File: src/sv/preemptive_lcfs_scheduler_core_defines.svh
// ---------------------------------------------------------------------------
// Assertion macros for the preemptive LCFS scheduler
// Wraps concurrent checks so that synthesis sees empty bodies.
// ---------------------------------------------------------------------------
`ifndef PREEMPTIVE_LCFS_SCHEDULER_CORE_DEFINES_SVH
`define PREEMPTIVE_LCFS_SCHEDULER_CORE_DEFINES_SVH

`ifndef SYNTHESIS
// Same-cycle implication
`define PLCFS_ASSERT_IMP(label, clk, rst_n, ante, cons, msg) \
  label: assert property (@(posedge clk) disable iff (!rst_n) (ante) |-> (cons)) \
    else $error(msg);
// Next-cycle implication
`define PLCFS_ASSERT_NXT(label, clk, rst_n, ante, cons, msg) \
  label: assert property (@(posedge clk) disable iff (!rst_n) (ante) |=> (cons)) \
    else $error(msg);
`else
`define PLCFS_ASSERT_IMP(label, clk, rst_n, ante, cons, msg)
`define PLCFS_ASSERT_NXT(label, clk, rst_n, ante, cons, msg)
`endif

`endif

File: src/sv/plcfs_pkg.sv
// ---------------------------------------------------------------------------
// plcfs_pkg
// Shared types and codes of the preemptive LCFS scheduler.
// ---------------------------------------------------------------------------
`timescale 1ns / 1ps

package plcfs_pkg;

  // Input command codes
  localparam logic CMD_ARRIVAL  = 1'b0;
  localparam logic CMD_COMPLETE = 1'b1;

  // Result kinds
  localparam logic [1:0] KIND_ACCEPTED  = 2'd0;
  localparam logic [1:0] KIND_REJECTED  = 2'd1;
  localparam logic [1:0] KIND_COMPLETED = 2'd2;
  localparam logic [1:0] KIND_EMPTY     = 2'd3;

  typedef struct packed {
    logic        cmd;
    logic [15:0] job_id;
    logic [31:0] job_duration;
    logic [31:0] current_time;
  } in_item_t;

  typedef struct packed {
    logic [1:0]  result_kind;
    logic [15:0] completed_job_id;
    logic        schedule_valid;
    logic [31:0] next_completion_time;
  } out_item_t;

  // Controller to datapath commands
  typedef struct packed {
    logic capture;
    logic commit;
  } ctrl_cmd_t;

endpackage

File: src/sv/plcfs_ctrl.sv
// ---------------------------------------------------------------------------
// plcfs_ctrl
// Sequencer: takes one item, commits it into the output register once the output
// register is free, and tracks the output handshake.
// ---------------------------------------------------------------------------
`timescale 1ns / 1ps

module plcfs_ctrl (
  input  logic                 clk,
  input  logic                 rst_n,
  input  logic                 in_valid,
  output logic                 in_stall,
  output logic                 out_valid,
  input  logic                 out_stall,
  output plcfs_pkg::ctrl_cmd_t cmd
);

  typedef enum logic {
    ST_IDLE,
    ST_EXEC
  } state_t;

  state_t state_r;
  state_t state_nxt;
  logic   out_valid_r;
  logic   out_valid_nxt;

  // Decode commands
  always_comb begin
    cmd.capture = (state_r == ST_IDLE) && in_valid;
    cmd.commit  = (state_r == ST_EXEC) && (!out_valid_r || !out_stall);
  end

  // Next state and output valid
  always_comb begin
    state_nxt     = state_r;
    out_valid_nxt = out_valid_r && out_stall;
    case (state_r)
      ST_IDLE: begin
        if (cmd.capture) begin
          state_nxt = ST_EXEC;
        end
      end
      ST_EXEC: begin
        if (cmd.commit) begin
          state_nxt     = ST_IDLE;
          out_valid_nxt = 1'b1;
        end
      end
      default: begin
        state_nxt = ST_IDLE;
      end
    endcase
  end

  always_ff @(posedge clk) begin
    if (!rst_n) begin
      state_r     <= ST_IDLE;
      out_valid_r <= 1'b0;
    end else begin
      state_r     <= state_nxt;
      out_valid_r <= out_valid_nxt;
    end
  end

  assign in_stall  = (state_r != ST_IDLE);
  assign out_valid = out_valid_r;

endmodule

File: src/sv/plcfs_dp.sv
// ---------------------------------------------------------------------------
// plcfs_dp
// Datapath: job stack memory, cached top entry, count, start time, and the
// result register.
// ---------------------------------------------------------------------------
`timescale 1ns / 1ps

module plcfs_dp #(
  parameter int STACK_DEPTH = 16
) (
  input  logic                                clk,
  input  logic                                rst_n,
  input  plcfs_pkg::in_item_t                 in_item,
  input  plcfs_pkg::ctrl_cmd_t                cmd,
  output plcfs_pkg::out_item_t                out_item,
  output logic [$clog2(STACK_DEPTH + 1)-1:0]  count_o
);

  localparam int AW = $clog2(STACK_DEPTH);
  localparam int CW = $clog2(STACK_DEPTH + 1);

  // Entries below the top live in memory; the top entry is held in registers
  logic [15:0]          id_mem  [STACK_DEPTH];
  logic [31:0]          rem_mem [STACK_DEPTH];

  plcfs_pkg::in_item_t  item_r;
  logic [15:0]          rd_id_r;
  logic [31:0]          rd_rem_r;
  logic [15:0]          top_id_r;
  logic [31:0]          top_rem_r;
  plcfs_pkg::out_item_t out_r;
  logic [CW-1:0]        count_r;
  logic [CW-1:0]        count_nxt;
  logic [31:0]          run_start_r;
  logic [31:0]          run_start_nxt;

  logic [CW-1:0]        cnt_m1;
  logic [CW-1:0]        cnt_m2;
  logic                 is_arr;
  logic                 full;
  logic                 empty;
  logic [31:0]          elapsed;
  logic [31:0]          charged;
  logic [31:0]          addend;
  logic [31:0]          sum;
  logic                 push_below;
  logic                 load_top_new;
  logic                 load_top_mem;
  plcfs_pkg::out_item_t res;

  assign cnt_m1  = count_r - CW'(1);
  assign cnt_m2  = count_r - CW'(2);
  assign is_arr  = (item_r.cmd == plcfs_pkg::CMD_ARRIVAL);
  assign full    = (count_r == CW'(STACK_DEPTH));
  assign empty   = (count_r == '0);

  // Charge the preempted job, saturating at zero
  assign elapsed = item_r.current_time - run_start_r;
  assign charged = (top_rem_r > elapsed) ? (top_rem_r - elapsed) : 32'd0;

  // Completion time of the job that runs next
  assign addend  = is_arr ? item_r.job_duration : rd_rem_r;
  assign sum     = item_r.current_time + addend;

  // Work out the result and the next control state
  always_comb begin
    res           = '0;
    count_nxt     = count_r;
    run_start_nxt = run_start_r;
    push_below    = 1'b0;
    load_top_new  = 1'b0;
    load_top_mem  = 1'b0;
    if (is_arr) begin
      if (full) begin
        res.result_kind = plcfs_pkg::KIND_REJECTED;
      end else begin
        res.result_kind          = plcfs_pkg::KIND_ACCEPTED;
        res.schedule_valid       = 1'b1;
        res.next_completion_time = sum;
        count_nxt                = count_r + CW'(1);
        run_start_nxt            = item_r.current_time;
        push_below               = !empty;
        load_top_new             = 1'b1;
      end
    end else begin
      run_start_nxt = item_r.current_time;
      if (empty) begin
        res.result_kind = plcfs_pkg::KIND_EMPTY;
      end else begin
        res.result_kind      = plcfs_pkg::KIND_COMPLETED;
        res.completed_job_id = top_id_r;
        count_nxt            = cnt_m1;
        if (count_r != CW'(1)) begin
          res.schedule_valid       = 1'b1;
          res.next_completion_time = sum;
          load_top_mem             = 1'b1;
        end
      end
    end
  end

  // Capture the item and read the entry below the top; commit updates
  always_ff @(posedge clk) begin
    if (cmd.capture) begin
      item_r   <= in_item;
      rd_id_r  <= id_mem[cnt_m2[AW-1:0]];
      rd_rem_r <= rem_mem[cnt_m2[AW-1:0]];
    end
    if (cmd.commit) begin
      out_r <= res;
      if (push_below) begin
        id_mem[cnt_m1[AW-1:0]]  <= top_id_r;
        rem_mem[cnt_m1[AW-1:0]] <= charged;
      end
      if (load_top_new) begin
        top_id_r  <= item_r.job_id;
        top_rem_r <= item_r.job_duration;
      end else if (load_top_mem) begin
        top_id_r  <= rd_id_r;
        top_rem_r <= rd_rem_r;
      end
    end
  end

  // Hold count and start time
  always_ff @(posedge clk) begin
    if (!rst_n) begin
      count_r     <= '0;
      run_start_r <= '0;
    end else if (cmd.commit) begin
      count_r     <= count_nxt;
      run_start_r <= run_start_nxt;
    end
  end

  assign out_item = out_r;
  assign count_o  = count_r;

endmodule

File: src/sv/preemptive_lcfs_scheduler_core.sv
// A result passes the capture step, then the commit into the output register,
// before it can be taken.
// A new item is taken only after the last one is committed (capture with stack
// read, then commit with one stack write); the commit waits while a finished result is stalled.
// Reset clears the job count and run start time; stack contents stay
// undefined and are only used below the count. No clearing pass is needed.
// ---------------------------------------------------------------------------
// preemptive_lcfs_scheduler_core
// Preemptive last-come-first-served scheduler with a bounded job stack.
// ---------------------------------------------------------------------------
`timescale 1ns / 1ps
`include "preemptive_lcfs_scheduler_core_defines.svh"

module preemptive_lcfs_scheduler_core #(
  parameter int STACK_DEPTH = 16
) (
  input  logic                 clk,
  input  logic                 rst_n,
  input  logic                 in_valid,
  output logic                 in_stall,
  input  plcfs_pkg::in_item_t  in_item,
  output logic                 out_valid,
  input  logic                 out_stall,
  output plcfs_pkg::out_item_t out_item
);

  localparam int CW = $clog2(STACK_DEPTH + 1);

  plcfs_pkg::ctrl_cmd_t cmd;
  logic [CW-1:0]        count;

  plcfs_ctrl u_ctrl (
    .clk       (clk),
    .rst_n     (rst_n),
    .in_valid  (in_valid),
    .in_stall  (in_stall),
    .out_valid (out_valid),
    .out_stall (out_stall),
    .cmd       (cmd)
  );

  plcfs_dp #(
    .STACK_DEPTH (STACK_DEPTH)
  ) u_dp (
    .clk      (clk),
    .rst_n    (rst_n),
    .in_item  (in_item),
    .cmd      (cmd),
    .out_item (out_item),
    .count_o  (count)
  );

  // Checks
  `PLCFS_ASSERT_NXT(a_busy_after_accept, clk, rst_n, in_valid && !in_stall, in_stall, "accept did not block input")
  `PLCFS_ASSERT_NXT(a_commit_shows_result, clk, rst_n, cmd.commit, out_valid, "commit without result")
  `PLCFS_ASSERT_IMP(a_count_bound, clk, rst_n, 1'b1, count <= CW'(STACK_DEPTH), "stack count overflow")

endmodule
File: config.mk
export PLATFORM = sky130hd
export DESIGN_NAME = preemptive_lcfs_scheduler_core
export DESIGN_NICKNAME = d
export VERILOG_FILES = /design/src/sv/plcfs_pkg.sv /design/src/sv/plcfs_ctrl.sv /design/src/sv/plcfs_dp.sv /design/src/sv/preemptive_lcfs_scheduler_core.sv
export VERILOG_INCLUDE_DIRS = /design/src /design/src/sv
export SDC_FILE = /design/constraint.sdc
export NUM_CORES = 1
export LEC_CHECK = 0
export BUFFER_PORTS_ARGS = -buffer_cell sky130_fd_sc_hd__buf_2
export CAP_MARGIN = 20
export CORE_MARGIN = 2
export CORE_UTILIZATION = 30
export DETAILED_ROUTE_END_ITERATION = 7
export PLACE_DENSITY = 0.52
export SYNTH_ARGS = -nofsm -noshare
export SYNTH_HDL_FRONTEND = slang
export SYNTH_HIERARCHICAL = 1
export SYNTH_SLANG_ARGS = --single-unit
export TNS_END_PERCENT = 100
File: constraint.sdc
create_clock -name clk -period 22.4 [get_ports clk]
set_input_delay 1.12 -clock clk [delete_from_list [all_inputs] [get_ports clk]]
set_output_delay 1.12 -clock clk [all_outputs]
set_load 0.01 [all_outputs]
==> results.md <==
* Status: finished clean
* Final period util at 26.3%
* FFs w/ async S/R, synth at 0%
* Vias after detailed routing at 23000
* DIE AREA at 149000 sq um
* Final ANT Viol Nets at 0
* Nets at 2811
* Initial antenna violation count at 3
* Post-route cell area at 50700 sq um
* Critical path fanouts, max at 30
* R2r startpoint: u_dp/item_r[0]
* Final WS setup at 16500 ps
* Area post-placement at 47100 sq um
* Worst endpoint data arrival time at 6270 ps
* Hold buffer count at CTS at 0
* Pwr/cell area at 93.7 nW/um^2
* Clock buffer count from CTS at 110
* Unrepaired setup endpoints after global routing: false
* N_diodes at 0
* Net count after synthesis at 2616
* Number of post-CTS setup repair buffers at 0
* Max VDD drop at 59.1 uV
* Die extent in x at 386 um
* Fin Clk Skew at 55.1 ps
* Largest net degree at the start of global routing at 151
* DR DRC count at 0
* Routed wire length at 111000 um
* Mapped Cells at 2425
* # IOs at 138
* GRT Total Usage at 14.8%
* Post-route setup TNS at 0 ps
* Worst slew margin at 22.5%
* Area contributors post-synth: edfxtp_1, mux4_2, ha_1
* Layout cell share with drive strength beyond 1 at 25.9%
* Top-area cell type share of the netlist area at 68.2%
* First-pass GRT wire length at 161000 um
* Worst min path class: flop to flop
* Main flop type after synthesis: edfxtp_1
* Area delta synth->final at 15.7%
* Clock transition at path regs at 60 ps
* Static Leak at 16.5 nW
* Initial drt markers at 1917
* Dominant cell type by area after synthesis: edfxtp_1
* Highest metal used: met5
* Clk root buf: clkbuf_16
* Fmax at 0.169 GHz
* Routability congestion estimate at 0.887
* Dpl ws at 16050 ps
* Via density at 4.98
* Slew @ Worst Pin at 1160 ps
* Skew-Pair Late Insertion Delay at 730 ps
* EDFF count, synth at 996
* Endpoints failing setup at 0
* Critical Path Source Type: flop
* Mapped Area at 43800 sq um
* Worst hold start: u_dp/run_start_r[4]
* Syn Area/Cell at 18.1 sq um
* Power consumption at 4.75 mW
* Core area at 145000 sq um
* DP Wirelength at 63600 um
* Register area share after synthesis at 70.0%
* WL met3 at 5140 um
* Reg2Reg Setup Slack at 16500 ps
* Metal-1 WL at 49300 um
* TritonCTS clock tree: yes
* Drt wl/cell at 24.0 um
* DRT Pass-1 Iters at 5
* Total global routing overflow at 0
* Yosys cell types at 73
* Minimum clock period at 5900 ps
* Crit path kind: flop to flop
* Hold Vio Cnt, Final at 0
* YS warnings at 6
* Max Slew Vio Count at 0
* Clock Path Buffers at 3
* Die Ht at 386 um
* Starting Density at 30.2%
* Clock Sinks at 1035
* Vias in the first global route at 23900
* PostCTS Resize Cnt at 0
* Maxcap violations at 0
* Max H-tree Level at 3
* Crit path from: u_dp/item_r[0]
* Seq cells post-synth at 1035
* Port bufs at 137
* Crit path required time at 22770 ps
* DR WL met2 at 54300 um
* Crit. End Element: flop
* Site Rows at 140
## through the flow
step,instances,hold slack (ps),utilization [%]
after detailed placement,4424,463,32.4
after global routing,4627,491,34.9
after floorplan,2425,424,-
after global placement,4423,453,32.4
after CTS,4626,471,34.9
final,4627,468,34.9
## final cells by class
class | count | area (sq um)
flip-flops and latches | 1035 | 30700
clock buffers | 134 | 2920
well taps | 1917 | 2400
multi-input cells | 1232 | 12800
clock inverters | 68 | 666
inverters | 61 | 229
repair buffers | 180 | 1040
fillers | 13700 | 94700
## report_power, final
group	internal [mW]	total [mW]	switching, mW
Sequential	2.27	2.30	0.0311
Combinational	0.234	0.646	0.412
Clock	1.04	1.80	0.759
Total	3.55	4.75	1.20
## per-layer routing
metal,vias up,GRT usage [%]
met2,584,24.6
met1,12100,20.1
met4,2,3.70
li1,10200,-
met5,-,0
met3,143,2.52
## cells in the final DEF (no fill, tap or decap), drive strengths merged, types with 4 or more instances in the layout
master | netlist | routed
mux2i | 6 | 6
a21boi | 37 | 37
a41oi | 4 | 4
xor2 | 38 | 38
mux2 | 79 | 79
a31oi | 9 | 9
nor2 | 94 | 94
bufinv | 0 | 10
a21oi | 92 | 92
xnor2 | 38 | 38
dfxtp | 39 | 39
o211ai | 9 | 9
a211o | 7 | 7
inv | 60 | 64
nor2b | 11 | 11
a211oi | 18 | 18
clkbuf | 64 | 134
edfxtp | 996 | 996
nand3 | 17 | 17
o21bai | 9 | 9
ha | 103 | 103
or3 | 4 | 4
a21o | 49 | 49
nand4 | 20 | 20
clkinvlp | 0 | 7
nor4 | 5 | 5
nand2 | 130 | 130
o21ai | 53 | 53
mux4 | 240 | 240
nand2b | 8 | 8
o21a | 25 | 25
nor3 | 29 | 29
o31ai | 6 | 6
and3 | 11 | 11
buf | 33 | 180
and2 | 31 | 31
and4 | 4 | 4
clkinv | 1 | 48
## worst max-delay path, stage by stage (launching register included)
cell and delay [ps]:
edfxtp_1 430, inv_1 90, ha_1 170, inv_1 60, fa_1 410, a21o_4 230
a221oi_4 350, a2bb2oi_2 160, a41oi_4 330, o21ai_2 130, a211o_1 330, a21oi_1 160
xnor2_1 100, ha_1 400, nand2_1 120, nor2_1 220, nand2_1 130, o221ai_1 190
a311oi_1 150, a21o_2 210, buf_4 300, a21oi_1 890
## sequential cells by signal, indices dropped and copies added (netlist names)
name              flops
u_dp/run_start_r     32
u_dp/rem_mem        512
u_dp/id_mem         256
u_dp/rd_rem_r        32
u_dp/rd_id_r         16
u_dp/top_rem_r       32
u_dp/top_id_r        16
u_ctrl/out_valid      1
u_dp/out_item        51
u_dp/count_o          5
u_dp/item_r          81
u_ctrl/in_stall       1
## synth_stat cells, drive strengths merged (29+ instances only)
| cell | number |
|---|---|
| a21boi | 37 |
| a21o | 49 |
| a21oi | 92 |
| and2 | 31 |
| buf | 33 |
| clkbuf | 64 |
| dfxtp | 39 |
| edfxtp | 996 |
| ha | 103 |
| inv | 60 |
| mux2 | 79 |
| mux4 | 240 |
| nand2 | 130 |
| nor2 | 94 |
| nor3 | 29 |
| o21ai | 53 |
| xnor2 | 38 |
| xor2 | 38 |
## final timing paths
kind                            cells after the start                    to
worst max-delay path                               21  u_dp/rem_mem[10][26]
worst min-delay path                                2   u_dp/run_start_r[4]
worst max register to register                     21  u_dp/rem_mem[10][26]
worst min register to register                      2   u_dp/run_start_r[4]
## logic make-up after synthesis
| kind of cell | count (synthesis) | synth area share [%] |
|---|---|---|
| compound gates | 349 | 5.46 |
| xor+xnor | 76 | 1.52 |
| fa+ha+maj | 106 | 3.08 |
| buf+inv | 158 | 1.41 |
| flops | 1035 | 70.0 |
| mux | 325 | 14.5 |
| simple gates | 376 | 4.04 |
(Power assumes the default switching activity.)
